**src/rtl/core/ccn_pkg.sv**
```systemverilog
// Shared types, constants and helpers for the capped cylinder normal unit.
`default_nettype none
package ccn_pkg;

  // Coordinate handling
  localparam int unsigned COORD_WIDTH = 16;
  localparam int unsigned COMP_BITS   = (COORD_WIDTH < 16) ? COORD_WIDTH : 16;
  localparam int unsigned SEXT_SHIFT  = 16 - COMP_BITS;

  // Fixed widths of the datapath
  localparam int unsigned V_W    = 17;  // point minus centre
  localparam int unsigned SQ_W   = 33;  // one squared difference
  localparam int unsigned DOT_W  = 35;  // v . a
  localparam int unsigned W_W    = 53;  // side vector, signed
  localparam int unsigned MAG_W  = 52;  // side vector magnitude
  localparam int unsigned NRM_W  = 30;  // normalised magnitude
  localparam int unsigned SUM_W  = 62;  // sum of squares
  localparam int unsigned LEN_W  = 31;  // floor square root
  localparam int unsigned NUM_W  = 45;  // division numerator
  localparam int unsigned Q_W    = 15;  // quotient
  localparam int unsigned NORM_TOP = 29;  // largest magnitude lands in [2^29, 2^30)
  localparam logic [Q_W-1:0] ONE_Q14 = 15'd16384;

  // Queue between front and back
  localparam int unsigned Q_DEPTH = 2;

  // Register map (index = paddr[5:3])
  typedef enum logic [2:0] {
    REG_END_ONE  = 3'd0,
    REG_END_TWO  = 3'd1,
    REG_AXIS     = 3'd2,
    REG_CAP_ONE  = 3'd3,
    REG_CAP_TWO  = 3'd4,
    REG_RADIUS   = 3'd5,
    REG_CAPS_EN  = 3'd6,
    REG_SPARE    = 3'd7
  } reg_idx_e;

  // Surface kind codes
  typedef enum logic [1:0] {
    KIND_SIDE    = 2'd0,
    KIND_CAP_ONE = 2'd1,
    KIND_CAP_TWO = 2'd2,
    KIND_NONE    = 2'd3
  } kind_e;

  typedef struct packed {
    logic [47:0] c1;
    logic [47:0] c2;
    logic [47:0] axis;
    logic [47:0] capn1;
    logic [47:0] capn2;
    logic [29:0] r2;
    logic        caps_en;
  } ccn_cfg_t;

  // Item handed from front to back
  typedef struct packed {
    logic [2:0][V_W-1:0] v;
    logic [DOT_W-1:0]    dot;
    kind_e               kind;
    logic [47:0]         capn;
  } ccn_item_t;

  // Sideband carried down the back pipeline
  typedef struct packed {
    kind_e       kind;
    logic [47:0] capn;
    logic        degen;
    logic [2:0]  neg;
  } ccn_side_t;

  // Sign-extend a coordinate from COMP_BITS bits
  function automatic logic signed [15:0] coord_sext(logic [15:0] x);
    logic signed [15:0] t;
    t = signed'(x << SEXT_SHIFT);
    return t >>> SEXT_SHIFT;
  endfunction

endpackage
`default_nettype wire

```
**src/rtl/core/ccn_fifo.sv**
```systemverilog
// Short item queue between the front end and the back end.
`default_nettype none
module ccn_fifo (
  input  wire logic                clk_i,
  input  wire logic                rst_ni,
  input  wire logic                push_i,
  input  wire ccn_pkg::ccn_item_t  data_i,
  input  wire logic                pop_i,
  output ccn_pkg::ccn_item_t       data_o,
  output logic                     empty_o,
  output logic                     full_o
);

  localparam int unsigned PtrW = $clog2(ccn_pkg::Q_DEPTH);

  ccn_pkg::ccn_item_t mem_q [ccn_pkg::Q_DEPTH];
  logic [PtrW-1:0]    wr_q, rd_q;
  logic [PtrW:0]      cnt_q;

  assign empty_o = (cnt_q == '0);
  assign full_o  = (cnt_q == (PtrW+1)'(ccn_pkg::Q_DEPTH));
  assign data_o  = mem_q[rd_q];

  // storage
  always_ff @(posedge clk_i) begin
    if (push_i) begin
      mem_q[wr_q] <= data_i;
    end
  end

  // pointers and fill count
  always_ff @(posedge clk_i or negedge rst_ni) begin
    if (!rst_ni) begin
      wr_q  <= '0;
      rd_q  <= '0;
      cnt_q <= '0;
    end else begin
      if (push_i) begin
        wr_q <= wr_q + 1'b1;
      end
      if (pop_i) begin
        rd_q <= rd_q + 1'b1;
      end
      cnt_q <= cnt_q + (PtrW+1)'(push_i) - (PtrW+1)'(pop_i);
    end
  end

endmodule
`default_nettype wire

```
**config.mk**
```make
export PLATFORM = sky130hd
export DESIGN_NAME = ccn_fifo
export DESIGN_NICKNAME = d
export VERILOG_FILES = /design/src/rtl/core/ccn_pkg.sv /design/src/rtl/core/ccn_fifo.sv
export SDC_FILE = /design/constraint.sdc
export NUM_CORES = 1
export LEC_CHECK = 0
export BUFFER_PORTS_ARGS = -buffer_cell sky130_fd_sc_hd__buf_4
export CORE_AREA = 2 2 121 170
export CTS_BUF_LIST = sky130_fd_sc_hd__clkbuf_8 sky130_fd_sc_hd__clkbuf_16
export DETAILED_ROUTE_END_ITERATION = 7
export DIE_AREA = 0 0 123 172
export PLACE_DENSITY = 0.82
export SLEW_MARGIN = 15
export SYNTH_ARGS = -nofsm -noshare
export SYNTH_HDL_FRONTEND = slang
export SYNTH_SLANG_ARGS = --single-unit
```
**constraint.sdc**
```tcl
create_clock -name clk_i -period 10 [get_ports clk_i]
set_input_delay 0 -clock clk_i [delete_from_list [all_inputs] [get_ports clk_i]]
set_output_delay 0 -clock clk_i [all_outputs]
set_load 0.02 [all_outputs]
```
==> metrics.txt, run 1 <==
critical path's slowest cell buf_4; Slew Viols, Final 0; total CTS buffers 25; Clock Latency Late Sink 510 ps; setup violators final 0; Worst R2R Path Depth 2; IO Count 278; vias in the first global route 6367; net count after synthesis 580; Power, Total 3.85 mW; Final nets 1013; first-pass GRT wire length 32800 um; initial antenna violation count 0; min-delay src data_i[99]; most frequent cells in the layout 281 x buf_4, 272 x edfxtp_1, 140 x dlygate4sd3_1; crit path capture type output port; Starting Density 51.2%; Netlist cell types 12; core area 19700 um2; Reg area 8270 um2; critical path launch point type register; leakage power 5.51 nW; grt total ovfl 0; FMAX 332 MHz; DRC 0; worst r2r dst mem_q[1][114]$_DFFE_PP_; Ys Warns 0; Max clock buf depth 3; largest net degree at the start of global routing 90; Critical Path RT 10000 ps; DR vias 5732; fillers 1103; Seq/Total Area, Yosys 81.9%; DP HPWL 12900 um; initial DRC count 436; Tcrit/Tclk final 30.1%; Worst Hold Depth 2; post-CTS sizing 0; Routed Antenna Nets 0; setup_tns 0 ps; CTS HTree Levels 1; total track usage 20.6%; CP peak stage delay 970 ps; Hold Path Sink mem_q[0][99]$_DFFE_PP_; vias per cell 5.02; clock-pin slew of the registers on the worst-case setup and hold paths 70 ps; Max-Cap Viols 0; clk_skew 10.7 ps; r2r startpoint wr_q$_DFFE_PN0P_; drt first pass iters 4; routed length per placed instance 19.9 um; VDD IR max 0.173 mV; CP Class reg -> out; area of the multi-input gates 1630 um2; Root Buffer clkbuf_16; Final Wtd Congestion 0.773; Arrival @ worst endpoint 3010 ps; PwrDens 266 nW/um2; clock sinks 276; Post-Syn Instances 438; Total Wirelength 22700 um; critical path cell sequence buf_4 -> mux2_2 -> buf_4; status completed; commonest non-fill, non-tap cell in the layout buf_4; Yosys reg bits 276; num rows 61; Die Wd 123 um; I/O Buffers 277; most used cell, CP buf_4; Die Area 21200 um2; Chip Height 172 um; slew at the pin closest to its max-slew limit 1170 ps; HP Class in -> reg; count of final hold-check violations 0; register-to-register setup slack 7500 ps; Crit Path Max Fanout 89; synthesized area per cell 23.0 um2; Cell Area, Synth 10100 um2; Final Core Density 73.5%; layout cell share with drive strength beyond 1 51.0%; Tmin final 3010 ps; area grow syn2layout 43.5%; Placed Instances 956; Slew Limit Headroom 21.8%; RSZ-0062 raised after global routing false; CTS tree built; Final Non-Filler Cells 1142
-- cell usage after synthesis --
library cell	number	area, um2
buf_6	5	56.3
xor2_1	2	17.5
dfrtp_1	4	100
and2_1	1	6.26
nor2b_1	2	12.5
nor2_1	1	3.75
clkbuf_8	10	138
ha_1	2	25.0
mux2_2	136	1530
inv_1	2	7.51
xor3_1	1	23.8
edfxtp_1	272	8170
-- flip-flops by register name, indices dropped and copies added, names as in the netlist --
name and count:
wr_q 1, cnt_q 2, mem_q 272, rd_q 1
-- metal layers --
metal / share of wire, % / vias up / GRT usage, %
met4: 3.7 / 0 / 9.14
li1: - / 2614 / -
met1: 33 / 2817 / 20.8
met3: 7.0 / 62 / 5.38
met2: 56 / 239 / 38.9
met5: 0 / - / 0
-- logic make-up (layout without fill, tap and decap cells) --
| kind of cell | count (synthesis) | after routing | synth area share (%) |
|---|---|---|---|
| flops | 276 | 276 | 81.9 |
| other cells | 0 | 3 | 0 |
| simple gates | 4 | 4 | 0.223 |
| fa+ha+maj | 2 | 2 | 0.248 |
| mux | 136 | 136 | 15.2 |
| buf+inv | 17 | 466 | 2.00 |
| xor+xnor | 3 | 3 | 0.409 |
-- power breakdown --
part	total (mW)	switching, mW	internal [mW]	leakage, nW
registers	1.63	0.0948	1.54	2.60
logic	1.35	0.725	0.626	2.54
clock network	0.868	0.391	0.477	0.378
-- worst max-delay path by stage --
| stage | startpoint | end | slack (ps) |
|---|---|---|---|
| 4_1_cts | rd_q$_DFFE_PN0P_ | data_o[66] | 6960 |
| 6_report | rd_q$_DFFE_PN0P_ | data_o[65] | 6990 |
| 3_5_place_dp | wr_q$_DFFE_PN0P_ | mem_q[1][135]$_DFFE_PP_ | 7430 |
| 5_1_grt | rd_q$_DFFE_PN0P_ | data_o[65] | 6820 |
| 2_1_floorplan | wr_q$_DFFE_PN0P_ | mem_q[0][0]$_DFFE_PP_ | 2940 |
| 3_3_place_gp | wr_q$_DFFE_PN0P_ | mem_q[1][110]$_DFFE_PP_ | 7540 |
-- worst max-delay path, delay by kind of cell, from the launching register on --
family   cells  cell delay, ps
flops        1             840
buf+inv      2            1130
mux          1             450
-- layout make-up --
class / instances / area share [%]
Antenna cell: 3 / 0.0519
Sequential cell: 276 / 57.1
Inverter: 2 / 0.0519
Clock inverter: 18 / 0.726
Timing Repair Buffer: 421 / 24.3
Tap cell: 252 / 2.18
Clock buffer: 25 / 4.32
Multi-Input combinational cell: 145 / 11.3
-- stage by stage --
stage	hold WS [ps]	worst slack, ps	instance area (um2)
6_report	211	6990	14500
5_1_grt	191	6820	14500
4_1_cts	195	6960	14500
3_5_place_dp	-196	7430	12300
3_3_place_gp	-200	7540	12300
2_1_floorplan	-296	2940	10100
-- timing repair --
action	CTS	global route
setup buffers	0	0
endpoints found under the hold margin	280	0
endpoints found under the setup margin	0	0
hold buffers	140	0
(Power assumes the default switching activity.)
==> inputs of run 2 (changes only) <==
Settings changed: ABC_AREA from default to 1, CORE_AREA 2 2 121 170 to 2 2 128 180, DIE_AREA 0 0 123 172 to 0 0 130 182, PLACE_DENSITY 0.82 to 0.78.
Clock period 10 ns to 2.7 ns, I/O delays scaled along.
==> run 2 against run 1 <==
Total power grew to 3.9 times the previous value. Highest routed layer unchanged. Flip-flop and latch count stayed put. Critical endpoint is now data_o[134]. Critical path type unchanged. Sequential power grew to 3.7 times the previous value. Largest power group unchanged. First-iteration DRC count is 11% higher.
==> metrics.txt, run 2 <==
status completed; synthesized area per cell 13.9 um2; layout cell share with drive strength beyond 1 28.0%; Seq/Total Area, Yosys 80.8%; net count after synthesis 877; Power, Total 15.2 mW; Post-synth EDFFs 272; Root Buffer clkbuf_16; Final Wtd Congestion 0.791; Yosys top cell by area edfxtp_1; Crit Path Max Fanout 76; leakage power 6.32 nW; FMAX 452 MHz; critical path launch point type register; most frequent cells in the layout 280 x buf_4, 272 x edfxtp_1, 146 x inv_1; vias per cell 4.69; Slew Viols, Final 0; CP Class reg -> out; IO Count 278; register-to-register setup slack 1210 ps; crit path capture type output port; setup violators final 0; Tmin final 2210 ps; num rows 65; Clock Latency Late Sink 520 ps; CTS HTree Levels 1; min-delay src data_i[67]; setup_tns 0 ps; grt total ovfl 0; largest net degree at the start of global routing 77; clock sinks 276; I/O Buffers 277; CTS tree built; vias in the first global route 7274; VDD IR max 0.836 mV; Worst R2R Path Depth 2; RSZ-0062 raised after global routing false; initial antenna violation count 0; register name with the most flops mem_q; WHS 208 ps; PwrDens 1020 nW/um2; area grow syn2layout 46.1%; Routed Antenna Nets 0; number of post-CTS setup repair buffers 0; Max clock buf depth 3; Final WS setup 489 ps; count leader, synth edfxtp_1; Hold Path Sink mem_q[1][67]$_DFFE_PP_; HP Class in -> reg; core area 22200 um2; Ys Warns 0; r2r startpoint rd_q$_DFFE_PN0P_; Netlist cell types 12; Max-Cap Viols 0; worst r2r dst rd_q$_DFFE_PN0P_; slew at the pin closest to its max-slew limit 687 ps; top flop regs mem_q (272), cnt_q (2); Slew Limit Headroom 54.2%; total track usage 20.1%; DP HPWL 14000 um; Critical Path RT 2700 ps; top post-synthesis cells by area edfxtp_1 80%, o21ai_0 6.6%, inv_1 5.2%; Top FF cell, synth edfxtp_1; critical path cell sequence buf_12 -> nand2_1 -> o21ai_0 -> buf_4; first-pass GRT wire length 36700 um; Die Wd 130 um; Tcrit/Tclk final 81.9%; Post-Place Worst Slack 1060 ps; CP peak stage delay 870 ps; DRC 0; Async S/R FF share, synth 1.45%; ANT cells 0; Yosys reg bits 276; critical path's slowest cell dfrtp_4; clk_skew 18.3 ps; top-area cell type share of the netlist area 79.8%; Total Wirelength 24200 um; Starting Density 46.1%; commonest non-fill, non-tap cell in the layout buf_4; initial DRC count 485; Worst Hold Depth 2; synth cell count leaders 272 x edfxtp_1, 143 x inv_1, 142 x nand2_1, 134 x o21ai_0, 29 x buf_2; Cell Area, Synth 10200 um2; Final nets 1301; post-CTS sizing 0; clock-pin slew of the registers on the worst-case setup and hold paths 60 ps; Largest register FFs 272; count of final hold-check violations 0; Post-Syn Instances 735; Die Area 23700 um2; Arrival @ worst endpoint 2210 ps; total CTS buffers 26; drt first pass iters 4; DR vias 6945; routed length per placed instance 16.4 um; Chip Height 182 um
==> run 2: cell count changes after synthesis, sizes merged, moves of 2 or more <==
cell and change:
nor2b -2, o21ai +136, mux2 -136, inv +141, nand2 +142, nor2 +2, clkbuf -10, buf +25
==> run 2: layout make-up <==
class,instances,area [um2]
flip-flops and latches,276,8270
fillers,1452,7260
repair buffers,426,3620
multi-input cells,286,1280
clock buffers,27,676
inverters,143,541
well taps,301,377
clock inverters,21,174
==> run 2: cell families after synthesis <==
group	share of synthesized area, %
xor gates and xnor gates	0.171
DFF	80.8
adders and majority gates	0.245
AOI/OAI and AO/OA	6.65
and+or+nand+nor	5.37
buffers and inverters	6.74
==> run 2: per-layer routing <==
layer / up-vias / global-route usage, % / wire length (um)
li1: 3324 / - / -
met3: 79 / 3.83 / 1290
met1: 3297 / 20.8 / 8240
met2: 245 / 37.8 / 13600
met5: - / 0 / 0
met4: 0 / 9.94 / 1120
==> run 2: where the power goes <==
| part | switching [mW] | internal, mW | leakage [nW] |
|---|---|---|---|
| sequential | 0.355 | 5.68 | 2.60 |
| clock | 1.49 | 2.10 | 0.442 |
| combinational | 3.48 | 2.08 | 3.28 |
| total | 5.32 | 9.86 | 6.32 |
==> run 2: worst max-delay path: cells and delay by family, from the launching register on <==
| kind | cells | cell delay [ps] |
|---|---|---|
| flip-flops | 1 | 870 |
| AND/OR/NAND/NOR | 1 | 140 |
| buffers and inverters | 2 | 510 |
| AO/OA/AOI/OAI | 1 | 120 |
==> run 2: worst max-delay path by stage <==
stage,endpoint,depth (start not counted),slack [ps],start
after floorplan,mem_q[1][0]$_DFFE_PP_,2,-200,wr_q$_DFFE_PN0P_
after global placement,data_o[56],3,1080,rd_q$_DFFE_PN0P_
after detailed placement,data_o[56],3,1060,rd_q$_DFFE_PN0P_
after CTS,data_o[134],4,480,rd_q$_DFFE_PN0P_
after global routing,data_o[10],4,360,rd_q$_DFFE_PN0P_
final,data_o[134],4,490,rd_q$_DFFE_PN0P_
==> run 2: metrics by stage <==
step	cell area, um2	utilization, %	instances
after global placement	12700	57.2	1292
after global routing	14900	67.3	1480
after CTS	14900	67.3	1480
final	14900	67.3	1480
after detailed placement	12700	57.2	1292
after floorplan	10200	-	735
==> run 2: repair_timing <==
item / CTS / global route
hold endpoints to repair: 281 / 0
hold buffers: 140 / 0
endpoints found under the setup margin: 0 / 0
==> inputs of run 3 (changes only) <==
Settings changed: ABC_AREA 1 to 0, CORE_AREA 2 2 128 180 to 2 2 121 170, DIE_AREA 0 0 130 182 to 0 0 123 172, PLACE_DENSITY 0.78 to 0.82.
Clock period 2.7 ns to 2.22 ns, I/O delays scaled along.
==> run 3 against run 2 <==
Final area fell by 2.4%. Cell count fell by 22%. Core utilization rose by 6.8 points. Critical path type unchanged. Largest cell class unchanged. Highest routed layer unchanged.
==> metrics.txt, run 3 (synthesized netlist as in run 1, its figures left out) <==
status completed; area grow syn2layout 44.6%; Die Area 21200 um2; initial DRC count 388; leakage power 5.55 nW; register name with the most flops mem_q; FMAX 474 MHz; Critical Path RT 2220 ps; Worst Hold Depth 2; fillers 1072; Post-Place Worst Slack 650 ps; Clock Latency Late Sink 510 ps; DP HPWL 13100 um; num rows 61; Hold Path Sink mem_q[0][22]$_DFFE_PP_; clk_skew 8.80 ps; total track usage 21.1%; first-pass GRT wire length 33600 um; Slew Viols, Final 0; Die Wd 123 um; routed length per placed instance 20.2 um; vias per cell 5.04; Final Wtd Congestion 0.769; clock sinks 276; total CTS buffers 25; PwrDens 1200 nW/um2; Slew Limit Headroom 67.1%; P_int 12.0 mW; grt total ovfl 0; Total Wirelength 23200 um; largest net degree at the start of global routing 86; Final Core Density 74.1%; CP startpoint rd_q$_DFFE_PN0P_; Chip Height 172 um; critical path launch point type register; worst r2r dst mem_q[1][72]$_DFFE_PP_; IO Count 278; core area 19700 um2; count of final hold-check violations 0; most frequent cells in the layout 278 x buf_4, 272 x edfxtp_1, 140 x dlygate4sd3_1; VDD IR max 0.911 mV; drt first pass iters 4; Max-Cap Viols 0; Sw Ratio 31.5%; Sw Pwr 5.52 mW; Arrival @ worst endpoint 2110 ps; Power, Total 17.5 mW; commonest non-fill, non-tap cell in the layout buf_4; Max clock buf depth 3; I/O Buffers 277; DR vias 5782; HP Class in -> reg; layout cell share with drive strength beyond 1 51.2%; Worst R2R Path Depth 2; r2r startpoint wr_q$_DFFE_PN0P_; Clock Power Share 22.6%; vias in the first global route 6351; crit path capture type output port; top flop regs mem_q (272), cnt_q (2); RSZ-0062 raised after global routing false; Crit Path Max Fanout 48; CTS tree built; Tmin final 2110 ps; number of post-CTS setup repair buffers 0; Largest register FFs 272; slew at the pin closest to its max-slew limit 493 ps; Comb pwr share 35.9%; sequential power share 41.5%; setup_tns 0 ps; DRC 0; min-delay src data_i[22]; register-to-register setup slack 770 ps; Tcrit/Tclk final 95.0%; Root Buffer clkbuf_16; Starting Density 51.2%; Final WS setup 110 ps; Routed Antenna Nets 0; initial antenna violation count 2; CP Class reg -> out; CTS HTree Levels 1; clock-pin slew of the registers on the worst-case setup and hold paths 60 ps; Final nets 1016; setup violators final 0
[run 3: cell types whose count changed in the layout (fill, tap and decap cells not counted), sizes merged, moves of 2 or more]
cell	before	now
nand2	142	0
nor2	3	1
diode	0	4
inv	146	5
bufinv	3	1
clkbuf	27	25
mux2	0	136
o21ai	136	0
nor2b	0	2
buf	286	284
[run 3: metrics by stage]
stage | instance area (um2) | std cells | hold slack [ps]
6_report | 14600 | 1148 | 216
5_1_grt | 14600 | 1146 | 199
4_1_cts | 14600 | 1144 | 192
3_5_place_dp | 12400 | 959 | -202
3_3_place_gp | 12400 | 959 | -201
2_1_floorplan | 10100 | 438 | -296
[run 3: worst max path at each step]
stage / endpoint / slack (ps)
2_1_floorplan: mem_q[0][0]$_DFFE_PP_ / -650
3_3_place_gp: data_o[38] / 670
3_5_place_dp: data_o[67] / 650
4_1_cts: data_o[67] / 100
5_1_grt: data_o[67] / 30
6_report: data_o[110] / 110
[run 3: power by group through the flow]
stage / sequential, mW / combinational (mW) / clock [mW]
final: 7.27 / 6.30 / 3.96
after global routing: 7.35 / 6.63 / 4.22
after CTS: 7.26 / 6.30 / 4.00
after detailed placement: 7.37 / 6.06 / 0
after global placement: 7.29 / 5.97 / 0
after floorplan: 7.22 / 3.91 / 0
[run 3: repair_timing]
item / in CTS / in global routing
hold buffers: 140 / 0
gates resized for setup: 0 / 0
hold endpoints to repair: 280 / 0
[run 3: layer usage]
layer	GRT usage, %	vias up	share of wire (%)
met2	39.2	251	56
met3	4.49	75	6.4
met5	0	-	0
met4	11.2	0	4.7
li1	-	2612	-
met1	22.1	2844	33
[run 3: critical path, stage by stage, from the launching register on]
cell and delay [ps]:
dfrtp_4 660, buf_12 300, mux2_2 400, buf_4 170
[run 3: area by class of cell]
cell class / instances / area (um2) / share of cell area (%)
well taps: 252 / 315 / 2.16
flip-flops and latches: 276 / 8270 / 56.7
inverters: 2 / 7.51 / 0.0515
clock inverters: 20 / 118 / 0.806
diodes: 4 / 10.0 / 0.0686
clock buffers: 25 / 626 / 4.29
multi-input cells: 145 / 1630 / 11.2
repair buffers: 424 / 3610 / 24.7
